## src/rtl/core/event_notify_unit_macros.svh

```systemverilog
// assertion macros for the event notification unit
`ifndef EVENT_NOTIFY_UNIT_MACROS_SVH
`define EVENT_NOTIFY_UNIT_MACROS_SVH
// check a property on every clock edge out of reset
`define ENU_ASSERT(label, clk, rst_n, prop) \
  label: assert property (@(posedge clk) disable iff (!rst_n) prop) \
    else $error("assertion failed");
// check that a cause is followed by an effect in the next cycle
`define ENU_ASSERT_NEXT(label, clk, rst_n, cause, effect) \
  label: assert property (@(posedge clk) disable iff (!rst_n) (cause) |=> (effect)) \
    else $error("assertion failed");
`endif

```

## src/rtl/core/enu_pkg.sv

```systemverilog
// package: types, codes and defaults for the event notification unit
package enu_pkg;
  localparam int SLOTS_DEF = 16;
  localparam int WAITERS_DEF = 16;

  typedef enum logic [3:0] {
    K_CREATE = 4'd0, K_CLOSE = 4'd1, K_NOTIFY_ONE = 4'd2, K_NOTIFY_ALL = 4'd3,
    K_WAIT_BEGIN = 4'd4, K_POLL = 4'd5, K_CANCEL = 4'd6, K_COUNT = 4'd7,
    K_RESET_ALL = 4'd8
  } kind_t;

  typedef enum logic [2:0] {
    ST_OK = 3'd0, ST_INVALID_ARGUMENT = 3'd1, ST_EXHAUSTED = 3'd2, ST_STALE = 3'd3,
    ST_DISCONNECTED = 3'd4, ST_INVALID_STATE = 3'd5, ST_PENDING = 3'd6,
    ST_CANCELLED = 3'd7
  } status_t;

  typedef enum logic [2:0] {
    S_IDLE, S_READ, S_EXEC, S_CREATE_SCAN, S_CREATE_RD, S_RESET_RD, S_RESET_WR, S_OUT
  } fsm_t;

  function automatic logic [15:0] gen_step(input logic [15:0] g);
    logic [15:0] n;
    n = g + 16'd1;
    return (n == 16'd0) ? 16'd1 : n;
  endfunction
endpackage

```

## src/rtl/core/event_notify_unit.sv

```systemverilog
// top level of the event notification unit
//   channel | direction | handshake
//   in_     | input     | in_valid / in_stall
//   out_    | output    | out_valid / out_stall
// each word runs through a sequencer: read slot entry, execute, write back, present
// simple requests pass through the read, execute and output states; create scans the
// slots in turn from slot zero to the first free one; reset_all rewrites each slot below hwm
// slot memory contents are held across reset: a generation counter is valid only
// once its slot has been touched (per-slot touched flags reset to zero)
// a stalled output holds its word and no new word is taken until it leaves
module event_notify_unit #(
  parameter int SLOTS = enu_pkg::SLOTS_DEF,
  parameter int WAITERS = enu_pkg::WAITERS_DEF
) (
  input  logic        clk,
  input  logic        rst_n,
  input  logic        in_valid,
  output logic        in_stall,
  input  logic [3:0]  in_kind,
  input  logic [7:0]  in_slot_index,
  input  logic [15:0] in_handle_generation,
  input  logic [7:0]  in_waiter_index,
  input  logic        in_cancelled,
  output logic        out_valid,
  input  logic        out_stall,
  output logic [2:0]  out_status,
  output logic [3:0]  out_out_slot,
  output logic [15:0] out_out_generation,
  output logic [3:0]  out_out_waiter,
  output logic [4:0]  out_waiter_total
);
  import enu_pkg::*;
  localparam int SW = (SLOTS > 1) ? $clog2(SLOTS) : 1;
  localparam int WW = (WAITERS > 1) ? $clog2(WAITERS) : 1;
  localparam int CW = $clog2(WAITERS + 1);
  localparam int HW = $clog2(SLOTS + 1);
  localparam int DW = 16 + CW + 2 * WAITERS;

  fsm_t state_r, state_nxt;
  logic [3:0]  kind_r;
  logic [7:0]  slot_r;
  logic [15:0] gen_r;
  logic [7:0]  widx_r;
  logic        canc_r;
  logic [SLOTS-1:0] alive_r, alive_nxt, touched_r, touched_nxt;
  logic [HW-1:0] hwm_r, hwm_nxt;
  logic [SW-1:0] ptr_r, ptr_nxt;
  logic [2:0]  st_r, st_nxt;
  logic [3:0]  oslot_r, oslot_nxt, owait_r, owait_nxt;
  logic [15:0] ogen_r, ogen_nxt;
  logic [4:0]  otot_r, otot_nxt;

  logic          wr_en;
  logic [SW-1:0] wr_addr, rd_addr;
  logic [DW-1:0] wr_data, rd_data;

  enu_slot_mem #(.SLOTS(SLOTS), .WAITERS(WAITERS)) u_mem (
    .clk(clk), .wr_en(wr_en), .wr_addr(wr_addr), .wr_data(wr_data),
    .rd_addr(rd_addr), .rd_data(rd_data)
  );

  // unpack the slot entry; untouched slots read as zero
  logic [15:0] m_gen;
  logic [CW-1:0] m_cnt;
  logic [WAITERS-1:0] m_act, m_ntf;
  logic [SW-1:0] sidx;
  always_comb begin
    sidx = slot_r[SW-1:0];
    if (touched_r[ptr_r]) begin
      {m_gen, m_cnt, m_act, m_ntf} = rd_data;
    end else begin
      {m_gen, m_cnt, m_act, m_ntf} = '0;
    end
  end

  // priority picks: lowest free waiter, lowest pending waiter
  logic [WW-1:0] free_w, pend_w;
  logic free_any, pend_any;
  always_comb begin
    free_w = '0; pend_w = '0; free_any = 1'b0; pend_any = 1'b0;
    for (int i = WAITERS - 1; i >= 0; i--) begin
      if (!m_act[i]) begin
        free_w = WW'(i); free_any = 1'b1;
      end
      if (m_act[i] && !m_ntf[i]) begin
        pend_w = WW'(i); pend_any = 1'b1;
      end
    end
  end

  logic slot_ok, live, widx_ok, wbit_act, wbit_ntf;
  logic [WAITERS-1:0] wmask;
  always_comb begin
    slot_ok = ({24'd0, slot_r} < 32'(SLOTS));
    widx_ok = ({24'd0, widx_r} < 32'(WAITERS));
    live = slot_ok && alive_r[sidx] && (m_gen == gen_r);
    wmask = '0;
    wbit_act = 1'b0; wbit_ntf = 1'b0;
    for (int i = 0; i < WAITERS; i++) begin
      if (widx_r == 8'(i)) begin
        wmask[i] = 1'b1;
        wbit_act = m_act[i];
        wbit_ntf = m_ntf[i];
      end
    end
  end

  // state register and request capture
  always_ff @(posedge clk) begin
    if (!rst_n) begin
      state_r <= S_IDLE;
      alive_r <= '0;
      touched_r <= '0;
      hwm_r <= '0;
    end else begin
      state_r <= state_nxt;
      alive_r <= alive_nxt;
      touched_r <= touched_nxt;
      hwm_r <= hwm_nxt;
    end
  end

  always_ff @(posedge clk) begin
    if (state_r == S_IDLE && in_valid) begin
      kind_r <= in_kind;
      slot_r <= in_slot_index;
      gen_r <= in_handle_generation;
      widx_r <= in_waiter_index;
      canc_r <= in_cancelled;
    end
    ptr_r <= ptr_nxt;
    st_r <= st_nxt;
    oslot_r <= oslot_nxt;
    ogen_r <= ogen_nxt;
    owait_r <= owait_nxt;
    otot_r <= otot_nxt;
  end

  // sequencer: next state, memory access and result
  always_comb begin
    state_nxt = state_r;
    alive_nxt = alive_r;
    touched_nxt = touched_r;
    hwm_nxt = hwm_r;
    ptr_nxt = ptr_r;
    st_nxt = st_r; oslot_nxt = oslot_r; ogen_nxt = ogen_r;
    owait_nxt = owait_r; otot_nxt = otot_r;
    wr_en = 1'b0; wr_addr = ptr_r; wr_data = {m_gen, m_cnt, m_act, m_ntf};
    rd_addr = ptr_r;
    case (state_r)
      S_IDLE: begin
        if (in_valid) begin
          state_nxt = S_READ;
          ptr_nxt = in_slot_index[SW-1:0];
          rd_addr = in_slot_index[SW-1:0];
        end
      end
      S_READ: begin
        state_nxt = S_EXEC;
        st_nxt = ST_OK; oslot_nxt = '0; ogen_nxt = '0; owait_nxt = '0; otot_nxt = '0;
        if (kind_r == K_CREATE) begin
          state_nxt = S_CREATE_SCAN; ptr_nxt = '0;
        end else if (kind_r == K_RESET_ALL) begin
          ptr_nxt = '0;
          state_nxt = (hwm_r == '0) ? S_OUT : S_RESET_RD;
          if (hwm_r == '0) hwm_nxt = '0;
        end
      end
      S_EXEC: begin
        state_nxt = S_OUT;
        if (kind_r == K_COUNT) begin
          if (live) otot_nxt = 5'(m_cnt);
        end else if (kind_r > K_RESET_ALL || !slot_ok) begin
          st_nxt = ST_INVALID_ARGUMENT;
        end else if ((kind_r == K_POLL || kind_r == K_CANCEL) && !widx_ok) begin
          st_nxt = ST_INVALID_ARGUMENT;
        end else if (kind_r == K_POLL) begin
          if (!live) st_nxt = ST_DISCONNECTED;
          else if (!wbit_act) st_nxt = ST_INVALID_STATE;
          else if (canc_r || wbit_ntf) begin
            st_nxt = canc_r ? ST_CANCELLED : ST_OK;
            wr_en = 1'b1;
            wr_data = {m_gen, m_cnt - CW'(1), m_act & ~wmask, m_ntf & ~wmask};
          end else st_nxt = ST_PENDING;
        end else if (kind_r == K_CANCEL) begin
          if (live && wbit_act) begin
            wr_en = 1'b1;
            wr_data = {m_gen, m_cnt - CW'(1), m_act & ~wmask, m_ntf & ~wmask};
          end
        end else if (!live) begin
          st_nxt = ST_STALE;
        end else if (kind_r == K_CLOSE) begin
          alive_nxt[sidx] = 1'b0;
          wr_en = 1'b1;
          wr_data = {m_gen, CW'(0), {WAITERS{1'b0}}, {WAITERS{1'b0}}};
        end else if (kind_r == K_NOTIFY_ONE) begin
          if (pend_any) begin
            wr_en = 1'b1;
            wr_data = {m_gen, m_cnt, m_act, m_ntf | (WAITERS'(1) << pend_w)};
          end
        end else if (kind_r == K_NOTIFY_ALL) begin
          wr_en = 1'b1;
          wr_data = {m_gen, m_cnt, m_act, m_ntf | m_act};
        end else begin
          if (free_any) begin
            wr_en = 1'b1;
            wr_data = {m_gen, m_cnt + CW'(1), m_act | (WAITERS'(1) << free_w),
                       m_ntf & ~(WAITERS'(1) << free_w)};
            oslot_nxt = slot_r[3:0];
            ogen_nxt = gen_r;
            owait_nxt = 4'(free_w);
          end else st_nxt = ST_EXHAUSTED;
        end
      end
      S_CREATE_SCAN: begin
        // one slot per cycle; stop on the first free one
        if (!alive_r[ptr_r]) begin
          state_nxt = S_CREATE_RD;
        end else if (32'(ptr_r) == SLOTS - 1) begin
          st_nxt = ST_EXHAUSTED;
          state_nxt = S_OUT;
        end else begin
          ptr_nxt = ptr_r + SW'(1);
        end
      end
      S_CREATE_RD: begin
        state_nxt = S_OUT;
        wr_en = 1'b1;
        wr_data = {gen_step(m_gen), CW'(0), {WAITERS{1'b0}}, {WAITERS{1'b0}}};
        alive_nxt[ptr_r] = 1'b1;
        touched_nxt[ptr_r] = 1'b1;
        if (HW'(ptr_r) >= hwm_r) hwm_nxt = HW'(ptr_r) + HW'(1);
        oslot_nxt = 4'(ptr_r);
        ogen_nxt = gen_step(m_gen);
      end
      S_RESET_RD: begin
        state_nxt = S_RESET_WR;
      end
      S_RESET_WR: begin
        wr_en = 1'b1;
        wr_data = {gen_step(m_gen), CW'(0), {WAITERS{1'b0}}, {WAITERS{1'b0}}};
        alive_nxt[ptr_r] = 1'b0;
        touched_nxt[ptr_r] = 1'b1;
        if (HW'(ptr_r) + HW'(1) >= hwm_r) begin
          hwm_nxt = '0;
          state_nxt = S_OUT;
        end else begin
          ptr_nxt = ptr_r + SW'(1);
          state_nxt = S_RESET_RD;
        end
      end
      S_OUT: begin
        if (!out_stall) state_nxt = S_IDLE;
      end
      default: state_nxt = S_IDLE;
    endcase
  end

  assign in_stall = (state_r != S_IDLE);
  assign out_valid = (state_r == S_OUT);
  assign out_status = st_r;
  assign out_out_slot = oslot_r;
  assign out_out_generation = ogen_r;
  assign out_out_waiter = owait_r;
  assign out_waiter_total = otot_r;

`include "event_notify_unit_macros.svh"
  `ENU_ASSERT_NEXT(a_one_word, clk, rst_n, in_valid && !in_stall, !out_valid)
  `ENU_ASSERT_NEXT(a_hold, clk, rst_n, out_valid && out_stall, out_valid && $stable(out_status))
  `ENU_ASSERT(a_hwm, clk, rst_n, (32'(hwm_r) <= SLOTS))
endmodule

```

## src/rtl/core/enu_slot_mem.sv

```systemverilog
// slot memory: generation, waiter count, active and notified bits per slot
module enu_slot_mem #(
  parameter int SLOTS = enu_pkg::SLOTS_DEF,
  parameter int WAITERS = enu_pkg::WAITERS_DEF,
  localparam int SW = (SLOTS > 1) ? $clog2(SLOTS) : 1,
  localparam int CW = $clog2(WAITERS + 1),
  localparam int DW = 16 + CW + 2 * WAITERS
) (
  input  logic          clk,
  input  logic          wr_en,
  input  logic [SW-1:0] wr_addr,
  input  logic [DW-1:0] wr_data,
  input  logic [SW-1:0] rd_addr,
  output logic [DW-1:0] rd_data
);
  import enu_pkg::*;
  logic [DW-1:0] mem [SLOTS];

  // one write port, one registered read port
  always_ff @(posedge clk) begin
    if (wr_en) begin
      mem[wr_addr] <= wr_data;
    end
    rd_data <= mem[rd_addr];
  end
endmodule

```

## config.mk

```make
export PLATFORM = sky130hd
export DESIGN_NAME = event_notify_unit
export DESIGN_NICKNAME = d
export VERILOG_FILES = /design/src/rtl/core/enu_pkg.sv /design/src/rtl/core/event_notify_unit.sv /design/src/rtl/core/enu_slot_mem.sv
export VERILOG_INCLUDE_DIRS = /design/src /design/src/rtl/core
export SDC_FILE = /design/constraint.sdc
export NUM_CORES = 2
export LEC_CHECK = 0
export ABC_AREA = 0
export CORE_MARGIN = 2
export CORE_UTILIZATION = 58
export CTS_CLUSTER_SIZE = 14
export DETAILED_ROUTE_END_ITERATION = 10
export DONT_BUFFER_PORTS = 1
export GPL_TIMING_DRIVEN = 1
export PLACE_DENSITY = 0.74
export SYNTH_ARGS = -nofsm -noshare
export SYNTH_HDL_FRONTEND = slang
export SYNTH_SLANG_ARGS = --single-unit
```

## constraint.sdc

```tcl
create_clock -name clk -period 6.24 [get_ports clk]
set_input_delay 1.248 -clock clk [delete_from_list [all_inputs] [get_ports clk]]
set_output_delay 1.248 -clock clk [all_outputs]
set_load 0.1 [all_outputs]
```

==> results.txt <==
- The run finished with clean final reports.
- Fraction of final layout cells with drive strength greater than 1: 0.195
- TritonCTS built the clock tree.
* Antenna violation net count after detailed routing: 0
- Count of flip-flops with a built-in enable after synthesis: 921
- Setup repair after global routing left no endpoint under its margin.
- The tree is rooted in a clkbuf_16.
- Required @ worst endpoint: 6560 ps
- Clock Path Buffers: 3
* Timing-limited maximum frequency: 0.183 GHz
- Kind of critical path: reg2reg
* Leftover overflow at the end of global routing: 0
- Row generation in the floorplan step produced 100 rows.
- Netlist cell types: 85
* Power per cell area: 542 nW/um^2
- After clock tree synthesis, the flow added hold-fix buffers numbering 0.
- For this run, the leading register cell type out of synthesis is edfxtp_1.
* Initial DRT Pass Iterations: 6
- Worst Setup End Kind: register
* Number of antenna violations at the first check in global routing: 3
- Syn Std Cell Area: 43600 um^2
- Sequential element share of the synthesized area: 0.676
* Total of max-cap violations: 0
- Post-CTS timing repair inserted 0 buffers for setup.
- The worst hold path passes through 2 cells.
- Top-area cell type share of the netlist area: 0.634
- The number of hold violations in the final report is 0.
- Across all hold checks on the routed design, the worst slack comes to 468 ps.
* CTS Buf Count: 99
- In this run the worst hold path is classified as reg2reg.
- Commonest non-fill, non-tap cell in the layout: edfxtp_1
* Total of endpoints with negative setup slack in the final report: 0
- Full die area: 77400 um^2
- The number of gates resized after CTS was 0.
- Pin slew with the least headroom to its limit: 1410 ps
* DRC: 0
- Most frequent cells in the layout: 921 x edfxtp_1, 271 x nand2_1, 223 x mux4_2, 141 x nor2_1, 105 x buf_4
- After detailed routing, the number of vias per cell comes to 7.08.
- Between clock sinks in the finished design, the worst skew comes to 87.7 ps.
- Data on the critical path arrives at its endpoint at 5790 ps.
* Post-layout min period: 5470 ps
- When the netlist entered floorplanning its net count stood at 2928.
* Port Buffers: 0
* Biggest area contributors in the synthesized netlist: edfxtp_1 63%, mux4_2 12%, dfxtp_1 4.3%
- For this block, the routed nets add up to 132000 um of wire.
- Clock latency at the later pin of the worst-skew pair: 690 ps
* Count of boundary I/O pins: 75
- CTS clock-pin slew for the worst setup and hold paths: 60 ps
* R2r worst-path depth: 17
- Once detailed placement completed, the half-perimeter wirelength came to 82000 um.
- Summed over all cells, the static leakage comes to 16.1 nW.
* Layout area overhead: 13.3%
* Count of state elements after synthesis: 1014
* CP max FO: 22
* First-pass GRT wire length: 192000 um
- Setup TNS: 0 ps
- For this configuration, the core starts out at a cell density of 0.586.
- Mapped Avg Cell Area: 15.2 um^2
* Relative slew slack: 0.0589
* Final worst path period share: 0.877
- All-Layer GR Usage: 0.342
- The die is 278 um tall.
- Synthesized netlist cell count: 2871
- Measured along the x axis, the die boundary spans 278 um.
* TritonCTS sink count: 1014
* WL/cell: 33.1 um
- edfxtp_1 takes more of the synthesized area than any other cell.
* Kind of start point of the critical path: register
- During synthesis, Yosys emitted a total of 0 warnings.
- Maximum number of pins on one net before global-route repair: 65
* Placeable core area: 74400 um^2
- The final layout contains 2989 nets.
- GPL Wtd Cong: 1.03
* Drt initial violations: 3966
- Detailed routing inserted a total of 28.3k vias.
- Max-slew violations: 0
- The worst-case IR drop observed on VDD is 0.366 mV.
- Via count of the first global-routing pass: 28.0k
* Fraction of registers with async set/reset: 0
* Count of H-tree levels built during CTS: 3
cells in the mapped netlist (all sizes together) (12+ instances only):
library cell  number
ha                16
o21a              24
and3              30
o31ai             16
nor3              49
a21oi            106
dfxtp             93
edfxtp           921
nor2             154
mux2i             20
o21ai            110
o211ai            19
or3               13
a211oi            71
nor2b             23
nand3             70
mux4             223
a21o              12
o22ai             20
inv               38
nand2            273
xnor2             25
clkbuf           118
buf               70
a21boi            15
nand4             31
and2              61
a31oi             83
nand2b            27
worst paths after layout:
kind | startpoint | endpoint | slack (ps)
setup / recovery | ptr_r[1] | u_mem.mem[13][42] | 770
hold / removal | touched_r[12] | touched_r[12] | 470
setup reg to reg | ptr_r[1] | u_mem.mem[13][42] | 770
hold reg to reg | touched_r[12] | touched_r[12] | 470
state kept, by name, indices dropped and copies added, names as in the netlist, 4 cells and up:
name	flops
alive_r	16
gen_r	16
hwm_r	5
kind_r	4
out_out_generation	16
out_out_slot	4
out_out_waiter	4
out_waiter_total	5
ptr_r	4
slot_r	8
touched_r	16
u_mem.mem	848
u_mem.rd_data	53
widx_r	8
critical path, cell delays in order (launching register included):
cell	delay, ps
edfxtp_1	790
mux2i_1	190
a21oi_1	430
nand3_1	310
nand2_2	500
and2_1	250
ha_1	240
nand3_1	170
nor3_1	410
nand2_1	130
a211oi_1	250
buf_4	180
nand3_1	80
a211oi_1	240
nand3_1	170
a21o_1	210
a21oi_1	280
nor2_1	280
power by group:
group / switching [mW] / internal, mW
Combinational: 6.19 / 3.46
Sequential: 1.61 / 9.23
Clock: 2.60 / 3.68
Total: 10.4 / 16.4
routing by layer:
metal,GRT usage,vias to the layer above,routed length (um)
met2,0.515,2048,60300
met1,0.490,14323,50500
li1,-,11524,-
met3,0.0727,381,15200
met5,0,-,0
met4,0.148,0,6040
cell families (layout without fill, tap and decap cells):
group | after synthesis | after routing | share of synthesized area
other cells | 0 | 4 | 0
simple gates | 761 | 761 | 0.0828
flops | 1014 | 1014 | 0.676
xor+xnor | 36 | 36 | 0.00723
buf+inv | 226 | 373 | 0.0213
compound gates | 572 | 572 | 0.0871
mux | 245 | 245 | 0.120
fa+ha+maj | 17 | 17 | 0.00485
per-stage QoR:
step                      cells  setup slack [ps]  cell area (um^2)  total power [mW]  utilization
final                      3991               770             49500              26.8        0.664
after global routing       3988               183             49400              27.7        0.664
after CTS                  3986               841             49400              26.6        0.664
after detailed placement   3799               857             45900              20.2        0.617
after global placement     3799               861             45900              20.0        0.617
after floorplan            2871               864             43600              16.6            -
area by class of cell:
type | instances | area, um^2
fill | 4863 | 25000
tap | 969 | 1210
clock buffer | 139 | 2820
antenna | 4 | 10.0
inverter | 38 | 143
multi-input combinational | 1631 | 13400
sequential | 1014 | 29500
timing repair buffer | 148 | 1640
clock inverter | 48 | 668
(Power assumes the default switching activity.)
